**src/design/crs_pkg.sv**
```systemverilog
`timescale 1ns / 1ps

package crs_pkg;

    // Fixed field widths of the request and result channels.
    localparam int CX_W   = 6;
    localparam int RAD_W  = 5;
    localparam int SEG_W  = 8;
    localparam int ROW_W  = 3;
    localparam int DIG_W  = 4;

    // Internal coordinate width, signed; covers every offset the block forms.
    localparam int COORD_W = 9;

    // Pixel rows of a digit cell that carry segments (the sixth row is blank).
    localparam int LANES = 5;
    localparam int CELL_H = 6;
    localparam int CELL_W = 4;

    // Root of a value below 1024 takes five digit steps.
    localparam int RAD2_W   = 2 * RAD_W;
    localparam int ROOT_STEPS = RAD_W;
    localparam int DYSQ_W  = 12;

    typedef logic signed [COORD_W-1:0] t_coord;

    typedef struct packed {
        logic [ROW_W-1:0] row;
        logic [DIG_W-1:0] dig;
        logic             last;
        t_coord           xc;
    } t_ctl;

    typedef struct packed {
        logic [RAD2_W-1:0] rem;
        logic [RAD2_W-1:0] res;
    } t_root;

    // Segment bit lit by each pixel of a 4x6 digit cell.
    localparam logic [SEG_W-1:0] SEG_TAB [CELL_H][CELL_W] = '{
        '{8'h00, 8'h40, 8'h00, 8'h00},
        '{8'h02, 8'h00, 8'h20, 8'h00},
        '{8'h00, 8'h01, 8'h00, 8'h00},
        '{8'h04, 8'h00, 8'h10, 8'h00},
        '{8'h00, 8'h08, 8'h00, 8'h80},
        '{8'h00, 8'h00, 8'h00, 8'h00}
    };

    // One step of the digit-by-digit square root.
    function automatic t_root root_step(t_root s, logic [RAD2_W-1:0] bitv);
        logic [RAD2_W:0] t;
        t_root o;
        t = {1'b0, s.res} + {1'b0, bitv};
        if ({1'b0, s.rem} >= t) begin
            o.rem = s.rem - t[RAD2_W-1:0];
            o.res = (s.res >> 1) + bitv;
        end else begin
            o.rem = s.rem;
            o.res = s.res >> 1;
        end
        return o;
    endfunction

endpackage

```
**src/design/crs_if.sv**
```systemverilog
`timescale 1ns / 1ps

interface crs_in_if;
    logic                            valid;
    logic                            ready;
    logic signed [crs_pkg::CX_W-1:0] center_x;
    logic signed [crs_pkg::CX_W-1:0] center_y;
    logic [crs_pkg::RAD_W-1:0]       radius;

    modport source (output valid, output center_x, output center_y, output radius,
                    input ready);
    modport sink   (input valid, input center_x, input center_y, input radius,
                    output ready);
endinterface

interface crs_out_if;
    logic                       valid;
    logic                       ready;
    logic [crs_pkg::SEG_W-1:0]  segments;
    logic [crs_pkg::ROW_W-1:0]  row_index;
    logic [crs_pkg::DIG_W-1:0]  digit_index;
    logic                       last;

    modport source (output valid, output segments, output row_index,
                    output digit_index, output last, input ready);
    modport sink   (input valid, input segments, input row_index,
                    input digit_index, input last, output ready);
endinterface

```
**src/design/circle_to_segment_raster.sv**
```systemverilog
`timescale 1ns / 1ps

// Channel   Dir   Handshake              Payload
// i_req     in    i_req.valid/ready      center_x, center_y, radius
// o_res     out   o_res.valid/ready      segments, row_index, digit_index, last
//
// One request yields ROWS*DIGITS result bytes (32 at the default size), one per cycle
// while o_res is ready; the sequencer that walks the digits sets that figure. The
// next request is taken in the cycle the last digit of the current frame is issued.
// Reset is synchronous and active low and empties the pipeline. A stall on o_res
// freezes every stage together, so nothing is lost.
module circle_to_segment_raster #(
    parameter int ROWS   = 4,
    parameter int DIGITS = 8
) (
    input  logic      i_clk,
    input  logic      i_rst_n,
    crs_in_if.sink    i_req,
    crs_out_if.source o_res
);

    // Grid geometry. The crosshair sits at the grid center.
    localparam int GRID_H = ROWS * crs_pkg::CELL_H;
    localparam int MID_X  = DIGITS * crs_pkg::CELL_W / 2;
    localparam int MID_Y  = GRID_H / 2;
    localparam int LN     = crs_pkg::LANES;
    localparam int NS     = crs_pkg::ROOT_STEPS;
    localparam int RW     = crs_pkg::RAD2_W;

    // The whole pipeline moves as one while the output register can take a byte.
    logic w_adv;
    assign w_adv = !o_res.valid || o_res.ready;

    // ------------------------------------------------------------------
    // Sequencer: holds the frame request and walks the digits row by row.
    // ------------------------------------------------------------------
    logic                        r_busy;
    logic [crs_pkg::ROW_W-1:0]   r_row;
    logic [crs_pkg::DIG_W-1:0]   r_dig;
    crs_pkg::t_coord             r_xc;
    crs_pkg::t_coord             r_yc;
    logic [crs_pkg::RAD_W-1:0]   r_rad;

    logic w_issue;
    logic w_final;
    logic w_acc;

    assign w_final     = (r_row == crs_pkg::ROW_W'(ROWS - 1)) &&
                         (r_dig == crs_pkg::DIG_W'(DIGITS - 1));
    assign w_issue     = r_busy && w_adv;
    assign i_req.ready = !r_busy || (w_issue && w_final);
    assign w_acc       = i_req.valid && i_req.ready;

    always_ff @(posedge i_clk) begin
        if (!i_rst_n) begin
            r_busy <= 1'b0;
            r_row  <= '0;
            r_dig  <= '0;
        end else begin
            if (w_acc) begin
                r_busy <= 1'b1;
                r_row  <= '0;
                r_dig  <= '0;
            end else if (w_issue && w_final) begin
                r_busy <= 1'b0;
            end else if (w_issue) begin
                if (r_dig == crs_pkg::DIG_W'(DIGITS - 1)) begin
                    r_dig <= '0;
                    r_row <= r_row + 1'b1;
                end else begin
                    r_dig <= r_dig + 1'b1;
                end
            end
        end
    end

    always_ff @(posedge i_clk) begin
        if (w_acc) begin
            r_xc  <= crs_pkg::t_coord'(i_req.center_x);
            r_yc  <= crs_pkg::t_coord'(i_req.center_y);
            r_rad <= i_req.radius;
        end
    end

    // ------------------------------------------------------------------
    // Stage 1: squares. For each of the five segment-bearing pixel rows of
    // the digit cell, dy is the row's offset from the circle center.
    // ------------------------------------------------------------------
    logic                        r_s1_vld;
    crs_pkg::t_ctl               r_s1_ctl;
    logic [RW-1:0]               r_s1_rr;
    logic [crs_pkg::DYSQ_W-1:0]  r_s1_dysq [LN];

    logic [crs_pkg::DYSQ_W-1:0]  n_s1_dysq [LN];
    crs_pkg::t_ctl               n_s1_ctl;

    always_comb begin
        logic [5:0]             ypix;
        crs_pkg::t_coord        dy;
        logic signed [17:0]     sq;
        for (int k = 0; k < LN; k++) begin
            ypix = 6'(r_row) * 6'(crs_pkg::CELL_H) + 6'(k);
            dy   = $signed({3'b000, ypix}) - crs_pkg::t_coord'(MID_Y) - r_yc;
            sq   = dy * dy;
            n_s1_dysq[k] = sq[crs_pkg::DYSQ_W-1:0];
        end
        n_s1_ctl.row  = r_row;
        n_s1_ctl.dig  = r_dig;
        n_s1_ctl.last = w_final;
        n_s1_ctl.xc   = r_xc;
    end

    always_ff @(posedge i_clk) begin
        if (!i_rst_n) begin
            r_s1_vld <= 1'b0;
        end else if (w_adv) begin
            r_s1_vld <= w_issue;
        end
    end

    always_ff @(posedge i_clk) begin
        if (w_adv) begin
            r_s1_ctl  <= n_s1_ctl;
            r_s1_rr   <= RW'(r_rad) * RW'(r_rad);
            r_s1_dysq <= n_s1_dysq;
        end
    end

    // ------------------------------------------------------------------
    // Stage 2: d2 = r^2 - dy^2. A negative d2 means the row misses the circle.
    // ------------------------------------------------------------------
    logic                 r_s2_vld;
    crs_pkg::t_ctl        r_s2_ctl;
    crs_pkg::t_root       r_s2_root [LN];
    logic [LN-1:0]        r_s2_ok;

    crs_pkg::t_root       n_s2_root [LN];
    logic [LN-1:0]        n_s2_ok;

    always_comb begin
        logic signed [crs_pkg::DYSQ_W:0] d2;
        for (int k = 0; k < LN; k++) begin
            d2 = $signed({3'b000, r_s1_rr}) - $signed({1'b0, r_s1_dysq[k]});
            n_s2_ok[k]       = !d2[crs_pkg::DYSQ_W];
            n_s2_root[k].rem = d2[RW-1:0];
            n_s2_root[k].res = '0;
        end
    end

    always_ff @(posedge i_clk) begin
        if (!i_rst_n) begin
            r_s2_vld <= 1'b0;
        end else if (w_adv) begin
            r_s2_vld <= r_s1_vld;
        end
    end

    always_ff @(posedge i_clk) begin
        if (w_adv) begin
            r_s2_ctl  <= r_s1_ctl;
            r_s2_root <= n_s2_root;
            r_s2_ok   <= n_s2_ok;
        end
    end

    // ------------------------------------------------------------------
    // Stages 3 to 7: floor square root, one result bit per stage in each lane.
    // ------------------------------------------------------------------
    logic                 r_rt_vld  [NS];
    crs_pkg::t_ctl        r_rt_ctl  [NS];
    crs_pkg::t_root       r_rt_root [NS][LN];
    logic [LN-1:0]        r_rt_ok   [NS];

    always_ff @(posedge i_clk) begin
        if (!i_rst_n) begin
            for (int s = 0; s < NS; s++) begin
                r_rt_vld[s] <= 1'b0;
            end
        end else if (w_adv) begin
            r_rt_vld[0] <= r_s2_vld;
            for (int s = 1; s < NS; s++) begin
                r_rt_vld[s] <= r_rt_vld[s-1];
            end
        end
    end

    always_ff @(posedge i_clk) begin
        if (w_adv) begin
            r_rt_ctl[0] <= r_s2_ctl;
            r_rt_ok[0]  <= r_s2_ok;
            for (int k = 0; k < LN; k++) begin
                r_rt_root[0][k] <= crs_pkg::root_step(r_s2_root[k],
                                                      RW'(1) << (RW - 2));
            end
            for (int s = 1; s < NS; s++) begin
                r_rt_ctl[s] <= r_rt_ctl[s-1];
                r_rt_ok[s]  <= r_rt_ok[s-1];
                for (int k = 0; k < LN; k++) begin
                    r_rt_root[s][k] <= crs_pkg::root_step(r_rt_root[s-1][k],
                                                          RW'(1) << (RW - 2 - 2 * s));
                end
            end
        end
    end

    // ------------------------------------------------------------------
    // Stage 8: outline columns. The left pair sits at xc-dx and one inward,
    // the right pair at xc+dx and one inward, all shifted to grid columns.
    // ------------------------------------------------------------------
    logic                 r_s8_vld;
    crs_pkg::t_ctl        r_s8_ctl;
    crs_pkg::t_coord      r_s8_left  [LN];
    crs_pkg::t_coord      r_s8_right [LN];
    logic [LN-1:0]        r_s8_ok;

    crs_pkg::t_coord      n_s8_left  [LN];
    crs_pkg::t_coord      n_s8_right [LN];

    always_comb begin
        crs_pkg::t_coord dx;
        crs_pkg::t_coord base;
        base = r_rt_ctl[NS-1].xc + crs_pkg::t_coord'(MID_X);
        for (int k = 0; k < LN; k++) begin
            dx = $signed({4'b0000, r_rt_root[NS-1][k].res[crs_pkg::RAD_W-1:0]});
            n_s8_left[k]  = base - dx;
            n_s8_right[k] = base + dx;
        end
    end

    always_ff @(posedge i_clk) begin
        if (!i_rst_n) begin
            r_s8_vld <= 1'b0;
        end else if (w_adv) begin
            r_s8_vld <= r_rt_vld[NS-1];
        end
    end

    always_ff @(posedge i_clk) begin
        if (w_adv) begin
            r_s8_ctl   <= r_rt_ctl[NS-1];
            r_s8_ok    <= r_rt_ok[NS-1];
            r_s8_left  <= n_s8_left;
            r_s8_right <= n_s8_right;
        end
    end

    // ------------------------------------------------------------------
    // Stage 9: build the digit byte and hold it in the output register.
    // A pixel is lit on the vertical axis, on the horizontal axis, or on
    // the outline. Only columns of this digit are tested, so pixels off
    // the grid never land anywhere.
    // ------------------------------------------------------------------
    logic [crs_pkg::SEG_W-1:0] n_seg;

    always_comb begin
        crs_pkg::t_coord x;
        logic [5:0]      ypix;
        logic            lit;
        n_seg = '0;
        for (int k = 0; k < LN; k++) begin
            ypix = 6'(r_s8_ctl.row) * 6'(crs_pkg::CELL_H) + 6'(k);
            for (int j = 0; j < crs_pkg::CELL_W; j++) begin
                x   = $signed({3'b000, r_s8_ctl.dig, 2'(j)});
                lit = (x == crs_pkg::t_coord'(MID_X)) ||
                      (ypix == 6'(MID_Y)) ||
                      (r_s8_ok[k] && ((x == r_s8_left[k]) ||
                                      (x == r_s8_left[k] + 9'sd1) ||
                                      (x == r_s8_right[k]) ||
                                      (x == r_s8_right[k] - 9'sd1)));
                if (lit) begin
                    n_seg = n_seg | crs_pkg::SEG_TAB[k][j];
                end
            end
        end
    end

    logic                      r_out_vld;
    logic [crs_pkg::SEG_W-1:0] r_out_seg;
    crs_pkg::t_ctl             r_out_ctl;

    always_ff @(posedge i_clk) begin
        if (!i_rst_n) begin
            r_out_vld <= 1'b0;
        end else if (w_adv) begin
            r_out_vld <= r_s8_vld;
        end
    end

    always_ff @(posedge i_clk) begin
        if (w_adv) begin
            r_out_seg <= n_seg;
            r_out_ctl <= r_s8_ctl;
        end
    end

    assign o_res.valid       = r_out_vld;
    assign o_res.segments    = r_out_seg;
    assign o_res.row_index   = r_out_ctl.row;
    assign o_res.digit_index = r_out_ctl.dig;
    assign o_res.last        = r_out_ctl.last;

endmodule

```
**src/flat_wrapper.sv**
```systemverilog
// flat-port wrapper written by rule: the top's interface ports become plain ports
module circle_to_segment_raster_flat 
#(
    parameter int ROWS   = 4,
    parameter int DIGITS = 8
)
  (i_clk, i_rst_n, i_req_valid, i_req_center_x, i_req_center_y, i_req_radius, i_req_ready, o_res_valid, o_res_segments, o_res_row_index, o_res_digit_index, o_res_last, o_res_ready);
  crs_in_if i_req_i ();
  crs_out_if o_res_i ();
  input  logic i_clk;
  input  logic i_rst_n;
  input wire logic [$bits(i_req_i.valid)-1:0] i_req_valid;
  input wire logic [$bits(i_req_i.center_x)-1:0] i_req_center_x;
  input wire logic [$bits(i_req_i.center_y)-1:0] i_req_center_y;
  input wire logic [$bits(i_req_i.radius)-1:0] i_req_radius;
  output wire logic [$bits(i_req_i.ready)-1:0] i_req_ready;
  output wire logic [$bits(o_res_i.valid)-1:0] o_res_valid;
  output wire logic [$bits(o_res_i.segments)-1:0] o_res_segments;
  output wire logic [$bits(o_res_i.row_index)-1:0] o_res_row_index;
  output wire logic [$bits(o_res_i.digit_index)-1:0] o_res_digit_index;
  output wire logic [$bits(o_res_i.last)-1:0] o_res_last;
  input wire logic [$bits(o_res_i.ready)-1:0] o_res_ready;
  assign i_req_i.valid = i_req_valid;
  assign i_req_i.center_x = i_req_center_x;
  assign i_req_i.center_y = i_req_center_y;
  assign i_req_i.radius = i_req_radius;
  assign i_req_ready = i_req_i.ready;
  assign o_res_valid = o_res_i.valid;
  assign o_res_segments = o_res_i.segments;
  assign o_res_row_index = o_res_i.row_index;
  assign o_res_digit_index = o_res_i.digit_index;
  assign o_res_last = o_res_i.last;
  assign o_res_i.ready = o_res_ready;
  circle_to_segment_raster #(.ROWS(ROWS), .DIGITS(DIGITS)) u_core (.i_clk(i_clk), .i_rst_n(i_rst_n), .i_req(i_req_i), .o_res(o_res_i));
endmodule
```
**config.mk**
```make
export PLATFORM = sky130hd
export DESIGN_NAME = circle_to_segment_raster_flat
export DESIGN_NICKNAME = d
export VERILOG_FILES = /design/src/design/crs_pkg.sv /design/src/design/crs_if.sv /design/src/design/circle_to_segment_raster.sv /design/src/flat_wrapper.sv
export SDC_FILE = /design/constraint.sdc
export NUM_CORES = 2
export LEC_CHECK = 0
export ABC_AREA = 1
export BUFFER_PORTS_ARGS = -buffer_cell sky130_fd_sc_hd__buf_2
export CORE_ASPECT_RATIO = 0.7
export CORE_MARGIN = 2
export CORE_UTILIZATION = 40
export CTS_BUF_LIST = sky130_fd_sc_hd__clkbuf_4
export DETAILED_ROUTE_END_ITERATION = 8
export PLACE_DENSITY = 0.56
export SLEW_MARGIN = 10
export SYNTH_ARGS = -nofsm -noshare
export SYNTH_HDL_FRONTEND = slang
export SYNTH_SLANG_ARGS = --single-unit
```
**constraint.sdc**
```tcl
create_clock -name i_clk -period 16.2 [get_ports i_clk]
set_input_delay 3.24 -clock i_clk [delete_from_list [all_inputs] [get_ports i_clk]]
set_output_delay 3.24 -clock i_clk [all_outputs]
set_load 0.02 [all_outputs]
```
==> results.py <==
metrics = {
    "global_route": {
        "grt_pass1_vias": 23400,
        "grt_usage_pct": 15.2,
        "antenna_found_initial": 5,
        "grt-ovfl-total": 0,
        "grt_pass1_wl_um": 120000,
        "grt_max_degree": 169,
    },
    "critical_path": {
        "arrival_ns": 3.98,
        "cp-start-kind": "input port",
        "cp_max_fo": 4,
        "path_class": "in2out",
        "end_kind": "output pin",
        "cp_data_required_time_ns": 12.96,
    },
    "logic_synthesis": {
        "ys_seq_area_share_pct": 48.7,
        "ys_ff_latch": 627,
        "synth_compound_area_share_pct": 5.47,
        "ys_warn_count": 0,
        "synth_top_family_by_area": "adder cells",
        "synthAdderAreaFrac_pct": 19.1,
        "synth-main-ff-cell": "edfxtp_1",
        "ys_async_sr_fraction_pct": 0,
        "synth_cell_types": 57,
        "synth_edf_count": 615,
        "synth_xor_area_share_pct": 7.05,
        "synthMuxAreaShare_pct": 0,
        "synth_nets": 4148,
        "netlist_instances": 3641,
        "syn-cell-area_um2": 38400,
        "synth_area_per_cell_um2": 10.5,
        "synthSimpleGateAreaFrac_pct": 12.0,
    },
    "timing": {
        "worst_pin_slew_ns": 1.00,
        "max_freq_mhz": 139,
        "relSlewSlack_pct": 33.2,
        "tns_ns": 0,
        "period_minus_slack_ns": 7.22,
        "hold_viol_final": 0,
        "grt_setup_unrepaired": "false",
        "finClkSkew_ns": 0.0781,
        "finalSetupViolations": 0,
        "period_share_pct": 44.6,
        "worst_hold_slack_ns": 0.365,
        "drv_slew": 0,
    },
    "placed_design": {
        "dpl_cell_area_um2": 40100,
        "hpwl_um": 52700,
        "gp_congestion": 0.814,
        "port_buffers": 38,
    },
    "floorplanning": {
        "placementRows": 95,
        "die_y_um": 263,
        "io_pins": 39,
        "core_area_um2": 95600,
        "die_w_um": 374,
        "die_area_um2": 98500,
        "start_util_pct": 40.2,
    },
    "routing": {
        "drt_pass1_iterations": 5,
        "drc_errors": 0,
        "routedWlPerCell_um": 13.9,
        "vias": 23600,
        "final_antenna_net_count": 0,
        "routed_wl_um": 72100,
        "routed_via_density": 4.54,
        "drt_iter0_drc": 1529,
    },
    "clock_network": {
        "cts_setup_buffers": 0,
        "clk_pin_slew_ns": 0.06,
        "cts_tree": "built",
        "cts_resized": 0,
        "holdBufCountCts": 0,
        "cts_sinks": 627,
        "htreeDepth": 4,
        "cts_root_buf": "clkbuf_4",
        "clk_latency_ns": 1.06,
        "clk_path_buf_depth": 3,
        "cts_buffers": 158,
    },
    "layout": {
        "finalInstanceArea_um2": 42000,
        "syn_to_final_growth_pct": 9.52,
        "fillers": 9144,
        "drive_above_1_share_pct": 9.14,
        "layout.nets": 4326,
    },
    "pwr": {
        "p_leak_nw": 19.7,
        "power.density_nw_per_um2": 189,
        "peakVddDrop_mv": 0.0953,
        "fin_total_pwr_mw": 7.94,
    },
    "run_status": {
        "status": "finished clean",
    },
    "run": {
        "cap_violations": 0,
    },
    "hold_path": {
        "hp-class": "reg2reg",
    },
}
path summary, 6_finish.rpt:
kind / depth (start not counted) / slack [ns] / startpoint / endpoint
worst min-delay path: 0 / 0.37 / u_core.r_s2_root[72] / u_core.r_rt_root[0][72]
worst max register to register: 32 / 9.10 / u_core.r_row[1] / u_core.r_s1_dysq[22]
worst max-delay path: 4 / 8.98 / o_res_ready / i_req_ready
worst min register to register: 0 / 0.37 / u_core.r_s2_root[72] / u_core.r_rt_root[0][72]
layout make-up:
cell class	instances	area, µm²	area share [%]
flip-flops and latches	627	18700	44.5
multi-input cells	2245	16800	39.8
inverters	731	2750	6.54
clock buffers	219	1640	3.91
well taps	1261	1580	3.75
repair buffers	56	338	0.803
clock inverters	38	254	0.604
diodes	8	20.0	0.0476
synth_stat cells, types with 4 or more instances:
cell	number	area share [%]
nand3b_1	11	0.22
o221ai_1	6	0.14
a21o_1	10	0.20
xor2_1	203	4.6
nand4_1	38	0.62
dfxtp_1	12	0.63
nor4_1	8	0.13
o21a_1	6	0.12
or2_2	25	0.41
a211o_1	6	0.14
nor3_1	37	0.48
a21oi_1	161	2.1
nor2_2	6	0.098
ha_1	318	10
clkbuf_1	22	0.22
nand2_2	5	0.081
fa_1	168	8.8
buf_2	6	0.078
inv_1	722	7.1
nor2_1	289	2.8
nand2_1	539	5.3
a31oi_1	7	0.11
o211ai_1	11	0.22
nand3_1	105	1.4
o21bai_1	8	0.16
inv_2	8	0.078
buf_4	7	0.14
o21ai_0	121	1.6
nor3b_1	5	0.098
xnor2_1	94	2.1
and2_1	4	0.065
a211oi_1	9	0.18
edfxtp_1	615	48
o31ai_1	12	0.23
flip-flops by register name (all words and copies together) (netlist names), 6 cells and up:
name	flops
u_core.r_s1_rr	9
u_core.r_s8_ctl	8
u_core.r_rt_ctl	70
u_core.r_s2_root	43
u_core.r_s1_dysq	51
u_core.r_rt_ok	25
u_core.r_s1_ctl	14
u_core.r_s8_right	45
u_core.r_yc	6
u_core.r_s8_left	40
u_core.r_xc	6
u_core.o_res.segments	8
u_core.r_s2_ctl	14
u_core.r_rt_root	248
per-layer routing:
metal | GRT usage (%) | vias up | routed length [µm]
li1 | - | 12300 | -
met4 | 5.01 | 0 | 1280
met2 | 21.8 | 410 | 29700
met5 | 0 | - | 0
met1 | 22.7 | 10700 | 37700
met3 | 3.29 | 105 | 3350
cell usage in the layout (no fill, tap or decap), types with 4 or more instances in the layout:
master      count
a211o_1         6
a211oi_1        9
a21o_1         10
a21oi_1       161
a31oi_1         7
and2_1          4
buf_2          38
buf_4          17
clkbuf_4      219
clkinv_1       20
clkinv_2        4
clkinvlp_4      6
dfxtp_1        12
diode_2         8
edfxtp_1      615
fa_1          168
ha_1          318
inv_1         721
inv_2           9
nand2_1       539
nand2_2         5
nand3_1       105
nand3b_1       11
nand4_1        38
nor2_1        289
nor2_2          6
nor3_1         37
nor3b_1         5
nor4_1          8
o211ai_1       11
o21a_1          6
o21ai_0       121
o21bai_1        8
o221ai_1        6
o31ai_1        12
or2_2          25
xnor2_1        94
xor2_1        203
per-stage QoR:
step,cells,setup slack [ns],utilization [%]
detailed placement,4920,8.99,42.0
global route,5184,8.60,44.0
global placement,4920,9.01,42.0
finish,5185,8.98,44.0
CTS,5177,8.98,44.0
floorplan,3641,3.27,-
critical path, cell delays in order:
cell	delay [ns]
buf_2	0.09
nor2_1	0.28
o21ai_1	0.17
buf_2	0.19
power breakdown:
part           total [mW]  internal [mW]  switching, mW
clock                1.30          0.656          0.646
sequential           2.98           2.66          0.317
combinational        3.66           1.50           2.16
total                7.94           4.82           3.12
logic make-up after synthesis:
group / after synthesis
AND/OR/NAND/NOR: 1086
buffers and inverters: 769
flip-flops: 627
adder cells (fa/ha/maj): 486
AO/OA/AOI/OAI: 371
XOR/XNOR: 302
Note: power is estimated with default switching activity, not from simulation.
